### config.mk
export PLATFORM = sky130hd
export DESIGN_NAME = clock_tree_frequency_calc_unit_flat
export DESIGN_NICKNAME = d
export VERILOG_FILES = /design/src/sv/ctfc_pkg.sv /design/src/sv/ctfc_if.sv /design/src/sv/clock_tree_frequency_calc_unit.sv /design/src/flat_wrapper.sv
export VERILOG_INCLUDE_DIRS = /design/src /design/src/sv
export SDC_FILE = /design/constraint.sdc
export NUM_CORES = 2
export LEC_CHECK = 0
export BUFFER_PORTS_ARGS = -buffer_cell sky130_fd_sc_hd__clkbuf_2
export CAP_MARGIN = 20
export CORE_MARGIN = 2
export CORE_UTILIZATION = 55
export CTS_CLUSTER_DIAMETER = 80
export DETAILED_ROUTE_END_ITERATION = 10
export PLACE_DENSITY = 0.79
export SLEW_MARGIN = 40
export SYNTH_ARGS = -nofsm -noshare
export SYNTH_HDL_FRONTEND = slang
export SYNTH_SLANG_ARGS = --single-unit
### constraint.sdc
create_clock -name clk -period 80.7 [get_ports clk]
set_input_delay 20.175 -clock clk [delete_from_list [all_inputs] [get_ports clk]]
set_output_delay 20.175 -clock clk [all_outputs]
set_load 0.01 [all_outputs]
### src/sv/clock_tree_frequency_calc_unit_assert.svh
// Assertion macros for the clock tree frequency calculator.
`ifndef CLOCK_TREE_FREQUENCY_CALC_UNIT_ASSERT_SVH
`define CLOCK_TREE_FREQUENCY_CALC_UNIT_ASSERT_SVH

// Implication checked every clock, idle during reset.
`define CTFC_ASSERT_IMP(lbl, ante, cons, msg) \
  lbl: assert property (@(posedge clk) disable iff (rst) (ante) |-> (cons)) else $error(msg);

// Next-cycle implication.
`define CTFC_ASSERT_NEXT(lbl, ante, cons, msg) \
  lbl: assert property (@(posedge clk) disable iff (rst) (ante) |=> (cons)) else $error(msg);

`endif

### src/sv/ctfc_pkg.sv
// Package: types, constants and decoders of the clock tree frequency calculator.
`default_nettype none
package ctfc_pkg;

  localparam int OscW  = 26;
  localparam int WordW = 32;
  localparam int NumW  = 28;
  localparam int DivW  = 9;

  typedef enum logic [1:0] {
    ST_OK       = 2'd0,
    ST_M_ZERO   = 2'd1,
    ST_R_UNSUP  = 2'd2,
    ST_OVERFLOW = 2'd3
  } status_t;

  localparam logic [1:0] REG_HSE   = 2'd0;
  localparam logic [1:0] REG_HSI   = 2'd1;
  localparam logic [1:0] REG_PLLR  = 2'd2;

  localparam logic [1:0] SW_HSI  = 2'd0;
  localparam logic [1:0] SW_HSE  = 2'd1;
  localparam logic [1:0] SW_PLLP = 2'd2;
  localparam logic [1:0] SW_PLLR = 2'd3;

  localparam logic [OscW-1:0] HSE_RESET = 26'd25000000;
  localparam logic [OscW-1:0] HSI_RESET = 26'd16000000;

  typedef struct packed {
    logic [OscW-1:0] base_hz;
    logic            pll_sel;
    status_t         status;
    logic [8:0]      n;
    logic [3:0]      ahb_sh;
    logic [2:0]      apb1_sh;
    logic [2:0]      apb2_sh;
    logic [OscW-1:0] pll_input_hz;
    logic [9:0]      ahb_div;
    logic [4:0]      apb1_div;
    logic [4:0]      apb2_div;
    logic [2:0]      mco1_div;
    logic [2:0]      mco2_div;
    logic [4:0]      rtc_prescale;
  } ctx_t;

  function automatic logic [3:0] ahb_shift(logic [3:0] code);
    if (!code[3]) return 4'd0;
    return code[2] ? 4'({1'b0, code[2:0]} + 4'd2) : 4'({1'b0, code[2:0]} + 4'd1);
  endfunction

  function automatic logic [2:0] apb_shift(logic [2:0] code);
    return code[2] ? 3'({1'b0, code[1:0]} + 3'd1) : 3'd0;
  endfunction

  function automatic logic [2:0] mco_div(logic [2:0] code);
    return code[2] ? 3'({1'b0, code[1:0]} + 3'd2) : 3'd1;
  endfunction

endpackage
`default_nettype wire

### src/sv/ctfc_if.sv
// Channel interfaces: input snapshot, result word, configuration write.
`default_nettype none
interface ctfc_item_if;
  logic                        valid;
  logic                        ready;
  logic [ctfc_pkg::WordW-1:0]  clock_config_word;
  logic [ctfc_pkg::WordW-1:0]  pll_config_word;
  modport source (output valid, clock_config_word, pll_config_word, input ready);
  modport sink (input valid, clock_config_word, pll_config_word, output ready);
endinterface

interface ctfc_result_if;
  logic                       valid;
  logic                       ready;
  logic [ctfc_pkg::WordW-1:0] sys_hz;
  logic [ctfc_pkg::WordW-1:0] hclk_hz;
  logic [ctfc_pkg::WordW-1:0] pclk1_hz;
  logic [ctfc_pkg::WordW-1:0] pclk2_hz;
  logic [ctfc_pkg::OscW-1:0]  pll_input_hz;
  logic [9:0]                 ahb_div;
  logic [4:0]                 apb1_div;
  logic [4:0]                 apb2_div;
  logic [2:0]                 mco1_div;
  logic [2:0]                 mco2_div;
  logic [4:0]                 rtc_prescale;
  logic [1:0]                 status;
  modport source (output valid, sys_hz, hclk_hz, pclk1_hz, pclk2_hz, pll_input_hz, ahb_div,
    apb1_div, apb2_div, mco1_div, mco2_div, rtc_prescale, status, input ready);
  modport sink (input valid, sys_hz, hclk_hz, pclk1_hz, pclk2_hz, pll_input_hz, ahb_div,
    apb1_div, apb2_div, mco1_div, mco2_div, rtc_prescale, status, output ready);
endinterface

interface ctfc_cfg_if;
  logic                      valid;
  logic                      ready;
  logic [1:0]                addr;
  logic [ctfc_pkg::OscW-1:0] data;
  modport source (output valid, addr, data, input ready);
  modport sink (input valid, addr, data, output ready);
endinterface
`default_nettype wire

### src/sv/clock_tree_frequency_calc_unit.sv
// Top level: pipelined clock tree frequency calculator.
//   channel     dir  word
//   cfg         in   addr 0 hse_hz, 1 hsi_hz, 2 pllr_present; data
//   item_in     in   clock_config_word, pll_config_word
//   result_out  out  frequencies, decoded dividers, status
// One word per cycle while the output word does not wait; stages are decode, 7 divider stages
// at 4 quotient bits each, multiply, output. (src/M)/P is one divide by M*P.
// rst (synchronous) clears valids and reloads oscillator registers.
// Stall: whole pipe holds while the output word waits; cfg always ready.
`default_nettype none
module clock_tree_frequency_calc_unit (
  input  wire logic        clk,
  input  wire logic        rst,
  ctfc_cfg_if.sink         cfg,
  ctfc_item_if.sink        item_in,
  ctfc_result_if.source    result_out
);
  import ctfc_pkg::*;

  localparam int NDiv = NumW / 4;

  logic [OscW-1:0] hse_hz;
  logic [OscW-1:0] hsi_hz;
  logic            pllr_present;

  logic advance;

  logic            dv   [0:NDiv];
  logic [DivW-1:0] drem [0:NDiv];
  logic [NumW-1:0] dnum [0:NDiv];
  logic [DivW-1:0] dd   [0:NDiv];
  ctx_t            dctx [0:NDiv];

  logic        mv;
  logic [34:0] prod;
  ctx_t        mctx;

  logic            ov;
  logic [WordW-1:0] sys_next;
  logic [WordW-1:0] hclk_next;
  status_t          status_next;
  ctx_t             octx;
  logic [WordW-1:0] sys_hz, hclk_hz, pclk1_hz, pclk2_hz;
  status_t          status_q;

  // decode stage inputs
  logic [1:0] sws;
  logic [5:0] m;
  logic [2:0] r;
  logic [3:0] div2;
  logic [OscW-1:0] src;
  ctx_t ctx_next;

  function automatic logic [DivW+NumW-1:0] div4(logic [DivW-1:0] rem_in,
                                                  logic [NumW-1:0] num_in,
                                                  logic [DivW-1:0] d);
    logic [DivW:0]   t;
    logic [DivW-1:0] rr;
    logic [NumW-1:0] q;
    rr = rem_in;
    q  = num_in;
    for (int i = 0; i < 4; i++) begin
      t = {rr, q[NumW-1]};
      q = {q[NumW-2:0], 1'b0};
      if (t >= {1'b0, d}) begin
        rr   = DivW'(t - {1'b0, d});
        q[0] = 1'b1;
      end else begin
        rr = t[DivW-1:0];
      end
    end
    return {rr, q};
  endfunction

  assign cfg.ready = 1'b1;

  always_ff @(posedge clk) begin
    if (rst) begin
      hse_hz       <= HSE_RESET;
      hsi_hz       <= HSI_RESET;
      pllr_present <= 1'b0;
    end else if (cfg.valid) begin
      unique case (cfg.addr)
        REG_HSE:  hse_hz       <= cfg.data;
        REG_HSI:  hsi_hz       <= cfg.data;
        REG_PLLR: pllr_present <= cfg.data[0];
        default: ;
      endcase
    end
  end

  assign advance       = !ov || result_out.ready;
  assign item_in.ready = advance;

  always_comb begin
    sws  = item_in.clock_config_word[3:2];
    m    = item_in.pll_config_word[5:0];
    r    = item_in.pll_config_word[30:28];
    src  = item_in.pll_config_word[22] ? hse_hz : hsi_hz;
    div2 = (sws == SW_PLLR) ? {1'b0, r}
                            : 4'({1'b0, item_in.pll_config_word[17:16], 1'b0} + 4'd2);
    ctx_next.base_hz      = (sws == SW_HSE) ? hse_hz : hsi_hz;
    ctx_next.pll_sel      = sws[1];
    ctx_next.n            = item_in.pll_config_word[14:6];
    ctx_next.ahb_sh       = ahb_shift(item_in.clock_config_word[7:4]);
    ctx_next.apb1_sh      = apb_shift(item_in.clock_config_word[12:10]);
    ctx_next.apb2_sh      = apb_shift(item_in.clock_config_word[15:13]);
    ctx_next.pll_input_hz = src;
    ctx_next.ahb_div      = 10'(11'd1 << ctx_next.ahb_sh);
    ctx_next.apb1_div     = 5'(6'd1 << ctx_next.apb1_sh);
    ctx_next.apb2_div     = 5'(6'd1 << ctx_next.apb2_sh);
    ctx_next.mco1_div     = mco_div(item_in.clock_config_word[26:24]);
    ctx_next.mco2_div     = mco_div(item_in.clock_config_word[29:27]);
    ctx_next.rtc_prescale = item_in.clock_config_word[20:16];
    if (sws == SW_PLLR && (!pllr_present || r == 3'd0)) begin
      ctx_next.status = ST_R_UNSUP;
    end else if (sws[1] && m == 6'd0) begin
      ctx_next.status = ST_M_ZERO;
    end else begin
      ctx_next.status = ST_OK;
    end
  end

  always_ff @(posedge clk) begin
    if (rst) begin
      dv[0] <= 1'b0;
    end else if (advance) begin
      dv[0] <= item_in.valid;
    end
  end

  always_ff @(posedge clk) begin
    if (advance) begin
      drem[0] <= '0;
      dnum[0] <= NumW'(src);
      dd[0]   <= DivW'(m) * DivW'(div2);
      dctx[0] <= ctx_next;
    end
  end

  for (genvar k = 1; k <= NDiv; k++) begin : g_div
    always_ff @(posedge clk) begin
      if (rst) begin
        dv[k] <= 1'b0;
      end else if (advance) begin
        dv[k] <= dv[k-1];
      end
    end
    always_ff @(posedge clk) begin
      if (advance) begin
        {drem[k], dnum[k]} <= div4(drem[k-1], dnum[k-1], dd[k-1]);
        dd[k]   <= dd[k-1];
        dctx[k] <= dctx[k-1];
      end
    end
  end

  always_ff @(posedge clk) begin
    if (rst) begin
      mv <= 1'b0;
    end else if (advance) begin
      mv <= dv[NDiv];
    end
  end

  always_ff @(posedge clk) begin
    if (advance) begin
      prod <= 35'(dnum[NDiv][OscW-1:0]) * 35'(dctx[NDiv].n);
      mctx <= dctx[NDiv];
    end
  end

  always_comb begin
    status_next = mctx.status;
    if (!mctx.pll_sel) begin
      sys_next = WordW'(mctx.base_hz);
    end else if (mctx.status != ST_OK) begin
      sys_next = '0;
    end else begin
      sys_next = prod[WordW-1:0];
      if (|prod[34:WordW]) status_next = ST_OVERFLOW;
    end
    hclk_next = sys_next >> mctx.ahb_sh;
  end

  always_ff @(posedge clk) begin
    if (rst) begin
      ov <= 1'b0;
    end else if (advance) begin
      ov <= mv;
    end
  end

  always_ff @(posedge clk) begin
    if (advance) begin
      sys_hz   <= sys_next;
      hclk_hz  <= hclk_next;
      pclk1_hz <= hclk_next >> mctx.apb1_sh;
      pclk2_hz <= hclk_next >> mctx.apb2_sh;
      status_q <= status_next;
      octx     <= mctx;
    end
  end

  assign result_out.valid        = ov;
  assign result_out.sys_hz       = sys_hz;
  assign result_out.hclk_hz      = hclk_hz;
  assign result_out.pclk1_hz     = pclk1_hz;
  assign result_out.pclk2_hz     = pclk2_hz;
  assign result_out.pll_input_hz = octx.pll_input_hz;
  assign result_out.ahb_div      = octx.ahb_div;
  assign result_out.apb1_div     = octx.apb1_div;
  assign result_out.apb2_div     = octx.apb2_div;
  assign result_out.mco1_div     = octx.mco1_div;
  assign result_out.mco2_div     = octx.mco2_div;
  assign result_out.rtc_prescale = octx.rtc_prescale;
  assign result_out.status       = status_q;

`include "clock_tree_frequency_calc_unit_assert.svh"

  `CTFC_ASSERT_IMP(a_err_zero, ov && (status_q == ST_M_ZERO || status_q == ST_R_UNSUP), sys_hz == '0, "error word with nonzero sys_hz")
  `CTFC_ASSERT_IMP(a_ahb_pow2, ov, $onehot(octx.ahb_div), "AHB divider not a power of two")
  `CTFC_ASSERT_NEXT(a_enter, item_in.valid && item_in.ready, dv[0], "accepted word not in decode stage")
  `CTFC_ASSERT_IMP(a_hclk_le, ov, hclk_hz <= sys_hz, "hclk above sys clock")

endmodule
`default_nettype wire
### src/flat_wrapper.sv
// flat-port wrapper written by rule: the top's interface ports become plain ports
module clock_tree_frequency_calc_unit_flat import ctfc_pkg::*;
  (clk, rst, cfg_valid, cfg_addr, cfg_data, cfg_ready, item_in_valid, item_in_clock_config_word, item_in_pll_config_word, item_in_ready, result_out_valid, result_out_sys_hz, result_out_hclk_hz, result_out_pclk1_hz, result_out_pclk2_hz, result_out_pll_input_hz, result_out_ahb_div, result_out_apb1_div, result_out_apb2_div, result_out_mco1_div, result_out_mco2_div, result_out_rtc_prescale, result_out_status, result_out_ready);
  ctfc_cfg_if cfg_i ();
  ctfc_item_if item_in_i ();
  ctfc_result_if result_out_i ();
  input  wire logic clk;
  input  wire logic rst;
  input wire logic [$bits(cfg_i.valid)-1:0] cfg_valid;
  input wire logic [$bits(cfg_i.addr)-1:0] cfg_addr;
  input wire logic [$bits(cfg_i.data)-1:0] cfg_data;
  output wire logic [$bits(cfg_i.ready)-1:0] cfg_ready;
  input wire logic [$bits(item_in_i.valid)-1:0] item_in_valid;
  input wire logic [$bits(item_in_i.clock_config_word)-1:0] item_in_clock_config_word;
  input wire logic [$bits(item_in_i.pll_config_word)-1:0] item_in_pll_config_word;
  output wire logic [$bits(item_in_i.ready)-1:0] item_in_ready;
  output wire logic [$bits(result_out_i.valid)-1:0] result_out_valid;
  output wire logic [$bits(result_out_i.sys_hz)-1:0] result_out_sys_hz;
  output wire logic [$bits(result_out_i.hclk_hz)-1:0] result_out_hclk_hz;
  output wire logic [$bits(result_out_i.pclk1_hz)-1:0] result_out_pclk1_hz;
  output wire logic [$bits(result_out_i.pclk2_hz)-1:0] result_out_pclk2_hz;
  output wire logic [$bits(result_out_i.pll_input_hz)-1:0] result_out_pll_input_hz;
  output wire logic [$bits(result_out_i.ahb_div)-1:0] result_out_ahb_div;
  output wire logic [$bits(result_out_i.apb1_div)-1:0] result_out_apb1_div;
  output wire logic [$bits(result_out_i.apb2_div)-1:0] result_out_apb2_div;
  output wire logic [$bits(result_out_i.mco1_div)-1:0] result_out_mco1_div;
  output wire logic [$bits(result_out_i.mco2_div)-1:0] result_out_mco2_div;
  output wire logic [$bits(result_out_i.rtc_prescale)-1:0] result_out_rtc_prescale;
  output wire logic [$bits(result_out_i.status)-1:0] result_out_status;
  input wire logic [$bits(result_out_i.ready)-1:0] result_out_ready;
  assign cfg_i.valid = cfg_valid;
  assign cfg_i.addr = cfg_addr;
  assign cfg_i.data = cfg_data;
  assign cfg_ready = cfg_i.ready;
  assign item_in_i.valid = item_in_valid;
  assign item_in_i.clock_config_word = item_in_clock_config_word;
  assign item_in_i.pll_config_word = item_in_pll_config_word;
  assign item_in_ready = item_in_i.ready;
  assign result_out_valid = result_out_i.valid;
  assign result_out_sys_hz = result_out_i.sys_hz;
  assign result_out_hclk_hz = result_out_i.hclk_hz;
  assign result_out_pclk1_hz = result_out_i.pclk1_hz;
  assign result_out_pclk2_hz = result_out_i.pclk2_hz;
  assign result_out_pll_input_hz = result_out_i.pll_input_hz;
  assign result_out_ahb_div = result_out_i.ahb_div;
  assign result_out_apb1_div = result_out_i.apb1_div;
  assign result_out_apb2_div = result_out_i.apb2_div;
  assign result_out_mco1_div = result_out_i.mco1_div;
  assign result_out_mco2_div = result_out_i.mco2_div;
  assign result_out_rtc_prescale = result_out_i.rtc_prescale;
  assign result_out_status = result_out_i.status;
  assign result_out_i.ready = result_out_ready;
  clock_tree_frequency_calc_unit u_core (.clk(clk), .rst(rst), .cfg(cfg_i), .item_in(item_in_i), .result_out(result_out_i));
endmodule
==> results.md <==
- Outcome: completed
- Postcts setup bufs: 0
- Die ar.: between 100000 and 150000 sq um
- Net count after synthesis: 5415
- Slew Limit Fails: 0
- ANT nets after route: 0
- CP Cell Sequence: clkbuf_2, nor2b_1, inv_8, clkbuf_2
- Clk Latency, worst-skew pair: 780 ps
- Routed length on met3: 6820 um
- Unrepaired setup endpoints after global routing: no
- Met1 WL: 55000 um
- List of most frequent post-synthesis cells: edfxtp_1, nand2_1, inv_1
- Clock transition at path regs: 60 ps
- Vias in the first global route: about 38000
- Root Buffer: clkbuf_16
- Clock skew: 41.3 ps
- Core ar.: roughly 120000 sq um
- First-pass GRT wire length: 202000 um
- # DRC: 0
- DR top layer: met4
- Max FO, Critical Path: between 70 and 80
- GPL Wtd Cong: 0.902
- CP Buf/Inv Count: 3
- Synth warn: 0
- Port-buffer cells: 265
- Synth top area cells: edfxtp_1, fa_1, ha_1, mux2_2, mux2i_1
- Slew headroom: 0.407
- Synth Register Bits: 1436
- Netlist cell types: just under 80
- Chip width: ~360 um
- WL met2: between 60000 and 70000 um
- Main flop type after synthesis: edfxtp_1
- All-layer global routing usage: 0.203
- H-tree levels: 4
- Max_cap viols: 0
- Worst slew pin tran: 883 ps
- Final wirelength: 127000 um
- I/O pin count: 287
- CP startpoint kind: input pin
- Worst setup EP type: primary output
- Data required time at the worst endpoint: 60520 ps
- Vias after detailed routing: 37800
- Initial antenna violation count: 0
- Setup TNS: 0 ps
- Netlist Area Pre-Place: 68000 sq um
- Vias/cell: 5.50
- EDFF count, synth: 1381
- CTS max path bufs: 3
- Yosys top cell by area: edfxtp_1
- Crit share post-route: 0.515
- DR pass1 iterations: 7
- Most common cell in the netlist: edfxtp_1
- Seq/Total Area, Yosys: 0.626
- Cell repeated most along the worst path: clkbuf_2
- Post-CTS sizing: 0
- Worst path max stage delay: roughly 500 ps
- Std cell rows: roughly 130
- Post-layout nets: approximately 5700
- TritonCTS Buffers: roughly 150
- CTS Hold Bufs: 0
- Crit path DAT: 21400 ps
- Final setup viols: 0
- Layout cell share with drive strength beyond 1: 0.148
- Max Clock Freq: 0.0241 GHz
- Top cell type's share of synthesized area: 0.610
- Syn avg cell area: 14.2 sq um
- Die Ht: roughly 360 um
- Largest net degree at the start of global routing: 101
- Synth Instances: 4801
- Delay-heaviest family, CP: buffers and inverters
- Post-synth ARST share: 0
- Crit-path slowest cell: nor2b_1
- Clock tree sinks: 1436
- Worst Setup Path Type: input pin to primary output
- Area Growth Syn to Fin: 12.0%
- GRT Residual Overflow: 0
- Minimum clock period: 41580 ps
- CTS tree: yes
- Antenna diode count: 0
- Hold Vio Cnt, Final: 0
- 1st-iter DRT viols: 3051
- Post-DR wirelength/cell: 18.5 um
- Initial core utilization: 0.552
- Class of the most critical hold timing path: register to register
- Dpl hpwl: a little under 90000 um
cell families (layout without fill, tap and decap cells):
kind of cell	Yosys count	after routing	synth area share
buffers and inverters	522	957	0.0289
xor gates and xnor gates	193	193	0.0248
and+or+nand+nor	1042	1042	0.0738
DFF	1436	1436	0.626
AOI/OAI and AO/OA	705	705	0.0642
muxes	385	385	0.0650
other	1	1	0.0000551
adders and majority gates	517	517	0.117
sequential cells by signal (all words and copies together) (netlist names), 5 cells and up:
register	flops
u_core.result_out.hclk_hz	32
u_core.dnum	201
u_core.result_out.apb2_div	5
u_core.hse_hz	26
u_core.dctx	737
u_core.dv	8
u_core.hsi_hz	26
u_core.result_out.pll_input_hz	26
u_core.drem	54
u_core.result_out.pclk1_hz	32
u_core.prod	35
u_core.result_out.sys_hz	32
u_core.dd	63
u_core.result_out.apb1_div	5
u_core.result_out.rtc_prescale	5
u_core.result_out.ahb_div	10
u_core.mctx	96
u_core.result_out.pclk2_hz	32
cell type report:
class / instances / area [sq um]
Fill cell: 8903 / 46900
Sequential cell: 1436 / 42600
Multi-Input combinational cell: 2843 / 23500
Clock buffer: 177 / 3810
Tap cell: 1637 / 2050
Timing Repair Buffer: 313 / 1820
Inverter: 379 / 1430
Clock inverter: 88 / 993
final timing paths:
path | depth (start not counted) | slack [ps] | start | end
min reg2reg | 0 | 400 | u_core.dnum[142] | u_core.dnum[118]
max reg2reg | 37 | 70420 | u_core.dctx[0][361] | u_core.drem[33]
min | 0 | 400 | u_core.dnum[142] | u_core.dnum[118]
max | 4 | 39120 | result_out_ready | item_in_ready
layer usage:
| layer | vias to the layer above | global-route usage |
|---|---|---|
| li1 | 18100 | - |
| met1 | 18400 | 0.273 |
| met2 | 1041 | 0.335 |
| met3 | 239 | 0.0354 |
| met4 | 0 | 0.0684 |
| met5 | - | 0 |
worst register-to-register path, delay by kind of cell (launching register included):
kind | cells | cell delay (ps)
and+or+nand+nor | 10 | 1530
adders and majority gates | 5 | 1710
buffers and inverters | 3 | 420
AOI/OAI and AO/OA | 16 | 4880
DFF | 1 | 490
muxes | 3 | 1020
cells in the final DEF, fill, tap and decap left out, drive strengths merged, types with 17 or more instances in the layout:
| master | n |
|---|---|
| edfxtp | 1381 |
| clkbuf | 442 |
| nand2 | 412 |
| inv | 391 |
| ha | 315 |
| a21oi | 241 |
| fa | 202 |
| nor2 | 188 |
| mux2 | 183 |
| mux2i | 175 |
| o21ai | 166 |
| and2 | 124 |
| xnor2 | 121 |
| a21o | 94 |
| nor2b | 81 |
| xor2 | 72 |
| clkinv | 59 |
| dfxtp | 55 |
| nand4 | 48 |
| buf | 48 |
| nand2b | 42 |
| nor3 | 41 |
| a31oi | 32 |
| mux4 | 27 |
| o21bai | 25 |
| o21a | 24 |
| a211oi | 24 |
| nand3b | 22 |
| nand3 | 20 |
| or3 | 17 |
stage by stage:
step                hold WS [ps]  cell area (sq um)  std cells  worst slack (ps)  utilization
floorplan                    400              68000       4801             13770            -
global placement             400              71200       6595             39160        0.578
detailed placement           405              71400       6605             39140        0.579
CTS                          399              76200       6870             39130        0.619
global route                 406              76200       6873             39020        0.619
finish                       402              76200       6873             39120        0.619
Power is left out: the tool's default activity adds up to more than one toggle a clock period on the data nets, which glitch-free logic cannot reach.
